File: config.mk
export PLATFORM = sky130hd
export DESIGN_NAME = power_sum_coprime_check_top
export DESIGN_NICKNAME = d
export VERILOG_FILES = /design/src/rtl/pscc_pkg.sv /design/src/rtl/pscc_mul.sv /design/src/rtl/pscc_div.sv /design/src/rtl/pscc_datapath.sv /design/src/rtl/pscc_ctrl.sv /design/src/rtl/power_sum_coprime_check_top.sv
export SDC_FILE = /design/constraint.sdc
export NUM_CORES = 2
export LEC_CHECK = 0
export BUFFER_PORTS_ARGS = -buffer_cell sky130_fd_sc_hd__buf_2
export CORE_ASPECT_RATIO = 1.5
export CORE_MARGIN = 2
export CORE_UTILIZATION = 40
export DETAILED_ROUTE_END_ITERATION = 8
export PLACE_DENSITY = 0.66
export SYNTH_ARGS = -nofsm -noshare
export SYNTH_HDL_FRONTEND = slang
export SYNTH_SLANG_ARGS = --single-unit
File: constraint.sdc
create_clock -name clk -period 24.9 [get_ports clk]
set_clock_uncertainty 0.05 [all_clocks]
set_input_delay 1.245 -clock clk [delete_from_list [all_inputs] [get_ports clk]]
set_output_delay 1.245 -clock clk [all_outputs]
set_load 0.03 [all_outputs]
File: src/rtl/pscc_pkg.sv
// ----------------------------------------------------------------------------
// pscc_pkg
// Shared widths, controller state type and command/status structs for the
// power-sum coprime check.
// ----------------------------------------------------------------------------
package pscc_pkg;

  localparam int BASE_WIDTH = 32;
  localparam int WORD_WIDTH = 64;
  localparam int EXP_WIDTH  = 6;
  localparam int HALF_WIDTH = WORD_WIDTH / 2;
  localparam int MCNT_WIDTH = 2;
  localparam int DCNT_WIDTH = $clog2(WORD_WIDTH + 1);

  typedef enum logic [3:0] {
    ST_IDLE,
    ST_POW_INIT,
    ST_POW_SQ,
    ST_POW_MUL,
    ST_POW_NEXT,
    ST_SUM,
    ST_GCD_INIT,
    ST_GCD_TEST,
    ST_GCD_DIV,
    ST_GCD_SWAP,
    ST_DONE
  } state_t;

  // Multiplier operand choice for the power step.
  typedef enum logic [0:0] {
    MOP_SQUARE,
    MOP_BASE
  } mop_t;

  typedef struct packed {
    logic       load;       // capture the input tuple
    logic       pow_init;   // start a power: acc <= 1
    logic [1:0] pow_sel;    // which base/exponent
    logic       mul_start;  // begin a checked multiply
    mop_t       mop;
    logic       pow_store;  // store acc into the selected power
    logic       sum;        // add the first two powers and compare
    logic       gcd_init;   // load the selected pair into p, q
    logic [1:0] gcd_sel;
    logic       div_start;  // begin p mod q
    logic       gcd_swap;   // p <= q, q <= r
    logic       gcd_store;  // record whether p equals one
    logic       done;       // drive the result strobe
  } cmd_t;

  typedef struct packed {
    logic exp_bit;   // selected exponent bit
    logic mul_busy;
    logic div_busy;
    logic q_zero;
  } stat_t;

endpackage

File: src/rtl/pscc_mul.sv
// ----------------------------------------------------------------------------
// pscc_mul
// Overflow-checked WORD_WIDTH product from four 32x32 partial products.
// ----------------------------------------------------------------------------
module pscc_mul (
  input  logic                           clk,
  input  logic                           rst,
  input  logic                           start,
  input  logic [pscc_pkg::WORD_WIDTH-1:0] a,
  input  logic [pscc_pkg::WORD_WIDTH-1:0] b,
  output logic                           busy,
  output logic [pscc_pkg::WORD_WIDTH-1:0] prod,
  output logic                           ovf
);
  import pscc_pkg::*;

  localparam int H = HALF_WIDTH;

  logic [WORD_WIDTH-1:0]   opa;
  logic [WORD_WIDTH-1:0]   opb;
  logic [MCNT_WIDTH-1:0]   step;
  logic [2*WORD_WIDTH-1:0] accum;
  logic [H-1:0]            pa;
  logic [H-1:0]            pb;
  logic [WORD_WIDTH-1:0]   part;
  logic [2*WORD_WIDTH-1:0] shifted;

  // Select the half-words for this step.
  always_comb begin
    pa = step[0] ? opa[WORD_WIDTH-1:H] : opa[H-1:0];
    pb = step[1] ? opb[WORD_WIDTH-1:H] : opb[H-1:0];
    part = WORD_WIDTH'(pa) * WORD_WIDTH'(pb);
    shifted = (2*WORD_WIDTH)'(part) << (H * (32'(step[0]) + 32'(step[1])));
  end

  // Accumulate one partial product per cycle.
  always_ff @(posedge clk) begin
    if (rst) begin
      busy <= 1'b0;
      step <= '0;
    end else if (start) begin
      busy  <= 1'b1;
      step  <= '0;
      opa   <= a;
      opb   <= b;
      accum <= '0;
    end else if (busy) begin
      accum <= accum + shifted;
      step  <= step + MCNT_WIDTH'(1);
      if (step == MCNT_WIDTH'(3)) begin
        busy <= 1'b0;
      end
    end
  end

  assign prod = accum[WORD_WIDTH-1:0];
  assign ovf  = |accum[2*WORD_WIDTH-1:WORD_WIDTH];

endmodule

File: src/rtl/pscc_div.sv
// ----------------------------------------------------------------------------
// pscc_div
// Restoring remainder unit, one quotient bit per cycle.
// ----------------------------------------------------------------------------
module pscc_div (
  input  logic                           clk,
  input  logic                           rst,
  input  logic                           start,
  input  logic [pscc_pkg::WORD_WIDTH-1:0] dividend,
  input  logic [pscc_pkg::WORD_WIDTH-1:0] divisor,
  output logic                           busy,
  output logic [pscc_pkg::WORD_WIDTH-1:0] rem
);
  import pscc_pkg::*;

  logic [WORD_WIDTH-1:0] num;
  logic [WORD_WIDTH-1:0] den;
  logic [DCNT_WIDTH-1:0] cnt;
  logic [WORD_WIDTH:0]   trial;
  logic [WORD_WIDTH:0]   diff;

  // Shift in the next dividend bit and try the subtraction.
  always_comb begin
    trial = {rem, num[WORD_WIDTH-1]};
    diff  = trial - {1'b0, den};
  end

  always_ff @(posedge clk) begin
    if (rst) begin
      busy <= 1'b0;
      cnt  <= '0;
    end else if (start) begin
      busy <= 1'b1;
      cnt  <= DCNT_WIDTH'(WORD_WIDTH);
      num  <= dividend;
      den  <= divisor;
      rem  <= '0;
    end else if (busy) begin
      num <= num << 1;
      rem <= diff[WORD_WIDTH] ? trial[WORD_WIDTH-1:0] : diff[WORD_WIDTH-1:0];
      cnt <= cnt - DCNT_WIDTH'(1);
      if (cnt == DCNT_WIDTH'(1)) begin
        busy <= 1'b0;
      end
    end
  end

endmodule

File: src/rtl/pscc_datapath.sv
// ----------------------------------------------------------------------------
// pscc_datapath
// Operand registers, power accumulator, GCD registers and result flags.
// ----------------------------------------------------------------------------
module pscc_datapath (
  input  logic                            clk,
  input  logic                            rst,
  input  pscc_pkg::cmd_t                  cmd,
  input  logic [2:0]                      bit_idx,
  input  logic [pscc_pkg::BASE_WIDTH-1:0] base_a,
  input  logic [pscc_pkg::EXP_WIDTH-1:0]  exp_x,
  input  logic [pscc_pkg::BASE_WIDTH-1:0] base_b,
  input  logic [pscc_pkg::EXP_WIDTH-1:0]  exp_y,
  input  logic [pscc_pkg::BASE_WIDTH-1:0] base_c,
  input  logic [pscc_pkg::EXP_WIDTH-1:0]  exp_z,
  output pscc_pkg::stat_t                 stat,
  output logic                            done,
  output logic                            equation_holds,
  output logic                            pairwise_coprime,
  output logic                            counterexample,
  output logic                            overflow
);
  import pscc_pkg::*;

  logic [BASE_WIDTH-1:0] ra, rb, rc;
  logic [EXP_WIDTH-1:0]  rx, ry, rz;
  logic [WORD_WIDTH-1:0] acc, base_sel, pa, pb, pc;
  logic [EXP_WIDTH-1:0]  exp_sel;
  logic                  ovf, cop, eq;
  logic [WORD_WIDTH-1:0] p, q;
  logic [WORD_WIDTH:0]   sum_full;
  logic                  mul_busy, mul_ovf, mul_pend;
  logic [WORD_WIDTH-1:0] mul_b, prod;
  logic                  div_busy;
  logic [WORD_WIDTH-1:0] rem;

  // Pick base and exponent of the current power.
  always_comb begin
    case (cmd.pow_sel)
      2'd0:    begin base_sel = WORD_WIDTH'(ra); exp_sel = rx; end
      2'd1:    begin base_sel = WORD_WIDTH'(rb); exp_sel = ry; end
      default: begin base_sel = WORD_WIDTH'(rc); exp_sel = rz; end
    endcase
    mul_b    = (cmd.mop == MOP_BASE) ? base_sel : acc;
    sum_full = {1'b0, pa} + {1'b0, pb};
  end

  pscc_mul u_mul (
    .clk   (clk),
    .rst   (rst),
    .start (cmd.mul_start),
    .a     (acc),
    .b     (mul_b),
    .busy  (mul_busy),
    .prod  (prod),
    .ovf   (mul_ovf)
  );

  pscc_div u_div (
    .clk      (clk),
    .rst      (rst),
    .start    (cmd.div_start),
    .dividend (p),
    .divisor  (q),
    .busy     (div_busy),
    .rem      (rem)
  );

  always_ff @(posedge clk) begin
    if (rst) begin
      done     <= 1'b0;
      mul_pend <= 1'b0;
    end else begin
      done <= cmd.done;
      // Capture the tuple.
      if (cmd.load) begin
        ra <= base_a; rb <= base_b; rc <= base_c;
        rx <= exp_x;  ry <= exp_y;  rz <= exp_z;
        ovf <= 1'b0;
        cop <= 1'b1;
        eq  <= 1'b0;
      end
      if (cmd.pow_init) begin
        acc <= WORD_WIDTH'(1);
      end
      // Take the product when the multiplier finishes.
      if (cmd.mul_start) begin
        mul_pend <= 1'b1;
      end else if (mul_pend && !mul_busy) begin
        mul_pend <= 1'b0;
        acc      <= prod;
        if (mul_ovf) begin
          ovf <= 1'b1;
        end
      end
      if (cmd.pow_store) begin
        case (cmd.pow_sel)
          2'd0:    pa <= acc;
          2'd1:    pb <= acc;
          default: pc <= acc;
        endcase
      end
      // Sum and compare the powers.
      if (cmd.sum) begin
        if (sum_full[WORD_WIDTH]) begin
          ovf <= 1'b1;
        end
        eq <= !ovf && !sum_full[WORD_WIDTH] && (sum_full[WORD_WIDTH-1:0] == pc);
      end
      // Load the next GCD pair.
      if (cmd.gcd_init) begin
        case (cmd.gcd_sel)
          2'd0:    begin p <= WORD_WIDTH'(ra); q <= WORD_WIDTH'(rb); end
          2'd1:    begin p <= WORD_WIDTH'(rb); q <= WORD_WIDTH'(rc); end
          default: begin p <= WORD_WIDTH'(ra); q <= WORD_WIDTH'(rc); end
        endcase
      end
      if (cmd.gcd_swap) begin
        p <= q;
        q <= rem;
      end
      if (cmd.gcd_store && p != WORD_WIDTH'(1)) begin
        cop <= 1'b0;
      end
    end
  end

  assign stat.exp_bit  = exp_sel[bit_idx];
  assign stat.mul_busy = mul_busy || mul_pend || cmd.mul_start;
  assign stat.div_busy = div_busy || cmd.div_start;
  assign stat.q_zero   = (q == '0);

  assign equation_holds   = eq && !ovf;
  assign pairwise_coprime = cop;
  assign counterexample   = eq && !ovf && cop;
  assign overflow         = ovf;

endmodule

File: src/rtl/pscc_ctrl.sv
// ----------------------------------------------------------------------------
// pscc_ctrl
// Sequencer: three powers by square-and-multiply, the sum, three GCDs.
// ----------------------------------------------------------------------------
module pscc_ctrl (
  input  logic            clk,
  input  logic            rst,
  input  logic            start,
  input  pscc_pkg::stat_t stat,
  output pscc_pkg::cmd_t  cmd,
  output logic [2:0]      bit_idx,
  output logic            busy
);
  import pscc_pkg::*;

  state_t     state, state_next;
  logic [1:0] sel, sel_next;
  logic [2:0] bidx, bidx_next;
  logic       waiting, waiting_next;

  always_ff @(posedge clk) begin
    if (rst) begin
      state   <= ST_IDLE;
      sel     <= '0;
      bidx    <= '0;
      waiting <= 1'b0;
    end else begin
      state   <= state_next;
      sel     <= sel_next;
      bidx    <= bidx_next;
      waiting <= waiting_next;
    end
  end

  assign bit_idx = bidx;
  assign busy    = (state != ST_IDLE);

  always_comb begin
    state_next   = state;
    sel_next     = sel;
    bidx_next    = bidx;
    waiting_next = waiting;
    cmd          = '0;
    cmd.pow_sel  = sel;
    cmd.gcd_sel  = sel;
    cmd.mop      = MOP_SQUARE;
    unique case (state)
      ST_IDLE: begin
        if (start) begin
          cmd.load   = 1'b1;
          sel_next   = '0;
          state_next = ST_POW_INIT;
        end
      end
      ST_POW_INIT: begin
        cmd.pow_init = 1'b1;
        bidx_next    = 3'd5;
        waiting_next = 1'b0;
        state_next   = ST_POW_SQ;
      end
      // Square the accumulator.
      ST_POW_SQ: begin
        if (!waiting) begin
          cmd.mul_start = 1'b1;
          waiting_next  = 1'b1;
        end else if (!stat.mul_busy) begin
          waiting_next = 1'b0;
          state_next   = stat.exp_bit ? ST_POW_MUL : ST_POW_NEXT;
        end
      end
      // Multiply by the base when the exponent bit is set.
      ST_POW_MUL: begin
        cmd.mop = MOP_BASE;
        if (!waiting) begin
          cmd.mul_start = 1'b1;
          waiting_next  = 1'b1;
        end else if (!stat.mul_busy) begin
          waiting_next = 1'b0;
          state_next   = ST_POW_NEXT;
        end
      end
      ST_POW_NEXT: begin
        if (bidx == 3'd0) begin
          cmd.pow_store = 1'b1;
          if (sel == 2'd2) begin
            state_next = ST_SUM;
          end else begin
            sel_next   = sel + 2'd1;
            state_next = ST_POW_INIT;
          end
        end else begin
          bidx_next  = bidx - 3'd1;
          state_next = ST_POW_SQ;
        end
      end
      ST_SUM: begin
        cmd.sum    = 1'b1;
        sel_next   = '0;
        state_next = ST_GCD_INIT;
      end
      ST_GCD_INIT: begin
        cmd.gcd_init = 1'b1;
        state_next   = ST_GCD_TEST;
      end
      // Finish this pair when the divisor reaches zero.
      ST_GCD_TEST: begin
        if (stat.q_zero) begin
          cmd.gcd_store = 1'b1;
          if (sel == 2'd2) begin
            state_next = ST_DONE;
          end else begin
            sel_next   = sel + 2'd1;
            state_next = ST_GCD_INIT;
          end
        end else begin
          cmd.div_start = 1'b1;
          state_next    = ST_GCD_DIV;
        end
      end
      ST_GCD_DIV: begin
        if (!stat.div_busy) begin
          state_next = ST_GCD_SWAP;
        end
      end
      ST_GCD_SWAP: begin
        cmd.gcd_swap = 1'b1;
        state_next   = ST_GCD_TEST;
      end
      ST_DONE: begin
        cmd.done   = 1'b1;
        state_next = ST_IDLE;
      end
      default: state_next = ST_IDLE;
    endcase
  end

endmodule

File: src/rtl/power_sum_coprime_check_top.sv
// ----------------------------------------------------------------------------
// power_sum_coprime_check_top
// Checks A^x + B^y == C^z in 64 bits and pairwise coprimality of A, B, C.
// ----------------------------------------------------------------------------
// A tuple transfers at a rising edge where start is high and busy is low; one
// result follows, shown for a single cycle with done high, and the receiver
// cannot stall it. A checked 64-bit product runs as four steps on the
// 32x32 multiplier; each power squares once per exponent bit and multiplies
// once more for every set exponent bit. Then the sum is formed, and each GCD
// runs Euclid remainder steps in the bit-serial divider. The time a tuple
// takes is set mostly by the number of Euclid steps. busy stays high until
// the result cycle ends.
module power_sum_coprime_check_top (
  input  logic                            clk,
  input  logic                            rst,
  input  logic                            start,
  input  logic [pscc_pkg::BASE_WIDTH-1:0] base_a,
  input  logic [pscc_pkg::EXP_WIDTH-1:0]  exp_x,
  input  logic [pscc_pkg::BASE_WIDTH-1:0] base_b,
  input  logic [pscc_pkg::EXP_WIDTH-1:0]  exp_y,
  input  logic [pscc_pkg::BASE_WIDTH-1:0] base_c,
  input  logic [pscc_pkg::EXP_WIDTH-1:0]  exp_z,
  output logic                            busy,
  output logic                            done,
  output logic                            equation_holds,
  output logic                            pairwise_coprime,
  output logic                            counterexample,
  output logic                            overflow
);
  import pscc_pkg::*;

  cmd_t       cmd;
  stat_t      stat;
  logic [2:0] bit_idx;
  logic       ctrl_busy;

  // Refuse a new tuple while the result is on the ports.
  pscc_ctrl u_ctrl (
    .clk     (clk),
    .rst     (rst),
    .start   (start && !done),
    .stat    (stat),
    .cmd     (cmd),
    .bit_idx (bit_idx),
    .busy    (ctrl_busy)
  );

  pscc_datapath u_dp (
    .clk              (clk),
    .rst              (rst),
    .cmd              (cmd),
    .bit_idx          (bit_idx),
    .base_a           (base_a),
    .exp_x            (exp_x),
    .base_b           (base_b),
    .exp_y            (exp_y),
    .base_c           (base_c),
    .exp_z            (exp_z),
    .stat             (stat),
    .done             (done),
    .equation_holds   (equation_holds),
    .pairwise_coprime (pairwise_coprime),
    .counterexample   (counterexample),
    .overflow         (overflow)
  );

  // Hold off new tuples through the result cycle.
  assign busy = ctrl_busy || done;

endmodule

==> flow_metrics.py <==
metrics = {
    "timing": {
        "tightest_slew_ps": 1425,
        "hold_viol": 0,
        "rsz0062_at_grt": "no",
        "relSlewSlack_pct": 4.011,
        "slew_viol_final": 0,
        "setup_tns_ps": 0,
        "fmax_ghz": 0.06724,
        "min_period_ps": 14870,
        "setup_viol": 0,
        "post-route-period-util_pct": 59.72,
    },
    "detailed_routing": {
        "ant_nets": 0,
        "first_iter_violations": 6345,
        "wl_mm": 327.3,
        "drc": 0,
        "first_pass_iters": 6,
        "avgViaCountPerCell": 5.853,
        "wire_per_inst_um": 27.66,
        "vias": 69260,
    },
    "logic_synthesis": {
        "yosysMostFrequentCell": "nor2_1",
        "synth_top_area_share_pct": 32.42,
        "seq_area_frac_synth_pct": 32.95,
        "ys.flop_type": "edfxtp_1",
        "synth_cell_types": 86,
        "synth_cells": 8993,
        "synthAdderAreaFrac_pct": 27.96,
        "synth_xor_area_share_pct": 3.139,
        "ys_top_cells_by_area": "edfxtp_1, fa_1, ha_1",
        "synth-simple-area-share_pct": 14.91,
        "ys_top_cells_by_count": "nor2_1, inv_1, nand2_1, edfxtp_1, fa_1",
        "synth_compound_area_share_pct": 10.86,
        "synth-edff-count": 949,
        "netlist_area_um2": 87900,
        "synth_top_family_by_area": "adder cells",
        "synth-warning-count": 0,
        "async_flop_share_pct": 0,
        "post-synth-top-area-cell": "edfxtp_1",
        "synth-seq-cells": 972,
        "synthMuxAreaShare_pct": 3.814,
        "syn-num-nets": 10540,
        "avgSynthCellArea_um2": 9.774,
    },
    "critical_path": {
        "r2r-start": "u_dp.u_mul.step[0]",
        "critPathLaunch": "u_dp.u_mul.step[0]",
        "crit_top_cell": "fa_1",
        "critPathRequiredTime_ps": 25310,
        "cp.buffers_inverters": 7,
        "cp.arrival_ps": 15280,
        "crit_cells": 43,
        "reg2reg_setup_slack_ps": 10030,
        "reg2reg_depth": 43,
        "crit_path_max_incr_delay_ps": 770,
        "timing.rr.end": "u_dp.u_mul.accum[117]",
        "cp-start-kind": "flip-flop",
        "path_class": "flip-flop to flip-flop",
        "endpoint_kind": "flip-flop",
        "cpMaxStageDelayCell": "a31oi_1",
        "crit_fanout": 51,
        "critPathCapture": "u_dp.u_mul.accum[117]",
        "critical-path-top-delay-family": "adder cells",
    },
    "cells_and_area": {
        "drive_gt1_share_pct": 7.355,
        "area_growth_syn_to_layout_pct": 7.883,
        "fin_nets": 10420,
    },
    "cts": {
        "clkTransAtPathRegs_ps": 70,
        "ctsLongestPathBuffers": 3,
        "cts_tree": "built",
        "cts_resized": 0,
        "numCtsBuffers": 94,
        "clk_latency_ps": 730,
        "cts_sinks": 972,
        "cts_max_level": 3,
        "cts_setup_buffers": 0,
        "holdBufCountCts": 0,
        "clock-root-buffer": "clkbuf_16",
    },
    "die": {
        "die_w_um": 386.7,
        "core-area_um2": 218300,
        "die_height_um": 578.1,
        "io_pins": 123,
        "start_util_pct": 40.26,
        "dieArea_um2": 223600,
        "fp-row-count": 210,
    },
    "grt": {
        "first_global_vias": 71950,
        "grt_start_max_net_pins": 138,
        "globalRouteOverflowTotal": 0,
        "grt_antenna_before_repair": 14,
        "grtUsageTotal_pct": 28.97,
        "grt_pass1_wl_mm": 475.9,
    },
    "placed_design": {
        "gp_congestion": 1.034,
        "hpwl_mm": 261.3,
        "port_buffers": 122,
    },
    "worst_hold_path": {
        "hp-class": "flip-flop to flip-flop",
    },
    "outcome": {
        "status": "completed",
    },
    "run": {
        "maxCapViolations": 0,
    },
}
[how the worst min path moves through the flow]
stage | startpoint | end | slack (ps) | depth (start not counted)
5_1_grt | u_dp.q[44] | u_dp.u_div.den[44] | 440 | 0
2_1_floorplan | u_dp.q[32] | u_dp.u_div.den[32] | 390 | 0
4_1_cts | u_dp.q[49] | u_dp.u_div.den[49] | 430 | 0
6_report | u_dp.q[28] | u_dp.u_div.den[28] | 430 | 0
3_3_place_gp | u_dp.q[55] | u_dp.u_div.den[55] | 400 | 0
3_5_place_dp | u_dp.q[41] | u_dp.u_div.den[41] | 410 | 0
[logic make-up after synthesis]
kind of cell / after synthesis
flip-flops: 972
buffers and inverters: 1485
XOR/XNOR: 315
AND/OR/NAND/NOR: 2970
AO/OA/AOI/OAI: 1509
adder cells (fa/ha/maj): 1425
multiplexers: 317
[per-stage QoR]
step | area, um^2 | std cells | setup slack [ps] | hold WS, ps | util [%]
5_1_grt | 94810 | 11830 | 9523 | 437.2 | 43.42
6_report | 94830 | 11830 | 10030 | 425.1 | 43.43
4_1_cts | 94800 | 11820 | 10230 | 430.0 | 43.42
3_3_place_gp | 91700 | 11650 | 10470 | 400.8 | 42.00
3_5_place_dp | 91700 | 11650 | 10270 | 413.2 | 42.00
2_1_floorplan | 87900 | 8993 | 13290 | 391.5 | -
[metal layers]
| metal | vias up | global-route usage [%] | wire (um) |
|---|---|---|---|
| met5 | - | 0 | 38 |
| met3 | 1052 | 4.617 | 22320 |
| li1 | 30240 | - | - |
| met4 | 6 | 24.94 | 34220 |
| met1 | 34810 | 31.33 | 112400 |
| met2 | 3149 | 49.68 | 158300 |
[final cells by class]
type	instances	area, um^2
Antenna cell	10	25.02
Clock buffer	114	2470
Inverter	1035	3885
Sequential cell	972	28970
Clock inverter	62	633.1
Timing Repair Buffer	241	1529
Multi-Input combinational cell	6536	53740
Tap cell	2862	3581
Fill cell	20870	123500
[placed cells by master (no fill, tap or decap), types with 36 or more instances in the layout]
| cell type | count |
|---|---|
| nor2_1 | 1118 |
| inv_1 | 1034 |
| nand2_1 | 985 |
| edfxtp_1 | 949 |
| fa_1 | 899 |
| ha_1 | 524 |
| a21oi_1 | 463 |
| o21ai_0 | 301 |
| xnor2_1 | 197 |
| a21o_1 | 154 |
| nand3_1 | 150 |
| mux2i_1 | 135 |
| nand4_1 | 134 |
| mux2_2 | 133 |
| and2_1 | 125 |
| buf_2 | 122 |
| xor2_1 | 118 |
| buf_4 | 117 |
| nor3_1 | 101 |
| clkbuf_16 | 96 |
| o21bai_1 | 82 |
| a31oi_1 | 79 |
| nor4_1 | 77 |
| nor2b_1 | 63 |
| o21a_1 | 52 |
| o22ai_1 | 45 |
| mux2i_2 | 42 |
| and3_1 | 42 |
| nand2b_1 | 40 |
| a22oi_1 | 39 |
| a211oi_1 | 38 |
| or2_2 | 36 |
[sequential cells by signal (all words and copies together), names as in the netlist, 64 cells and up]
register,cells
u_dp.u_div.rem,64
u_dp.p,64
u_dp.u_div.num,64
u_dp.acc,64
u_dp.u_mul.opa,64
u_dp.u_div.den,64
u_dp.u_mul.accum,128
u_dp.q,64
u_dp.pa,64
u_dp.u_mul.opb,64
u_dp.pb,64
u_dp.pc,64
Power is not shown: default switching activity piles up to over one toggle a cycle in this logic, so the estimate is an artifact.
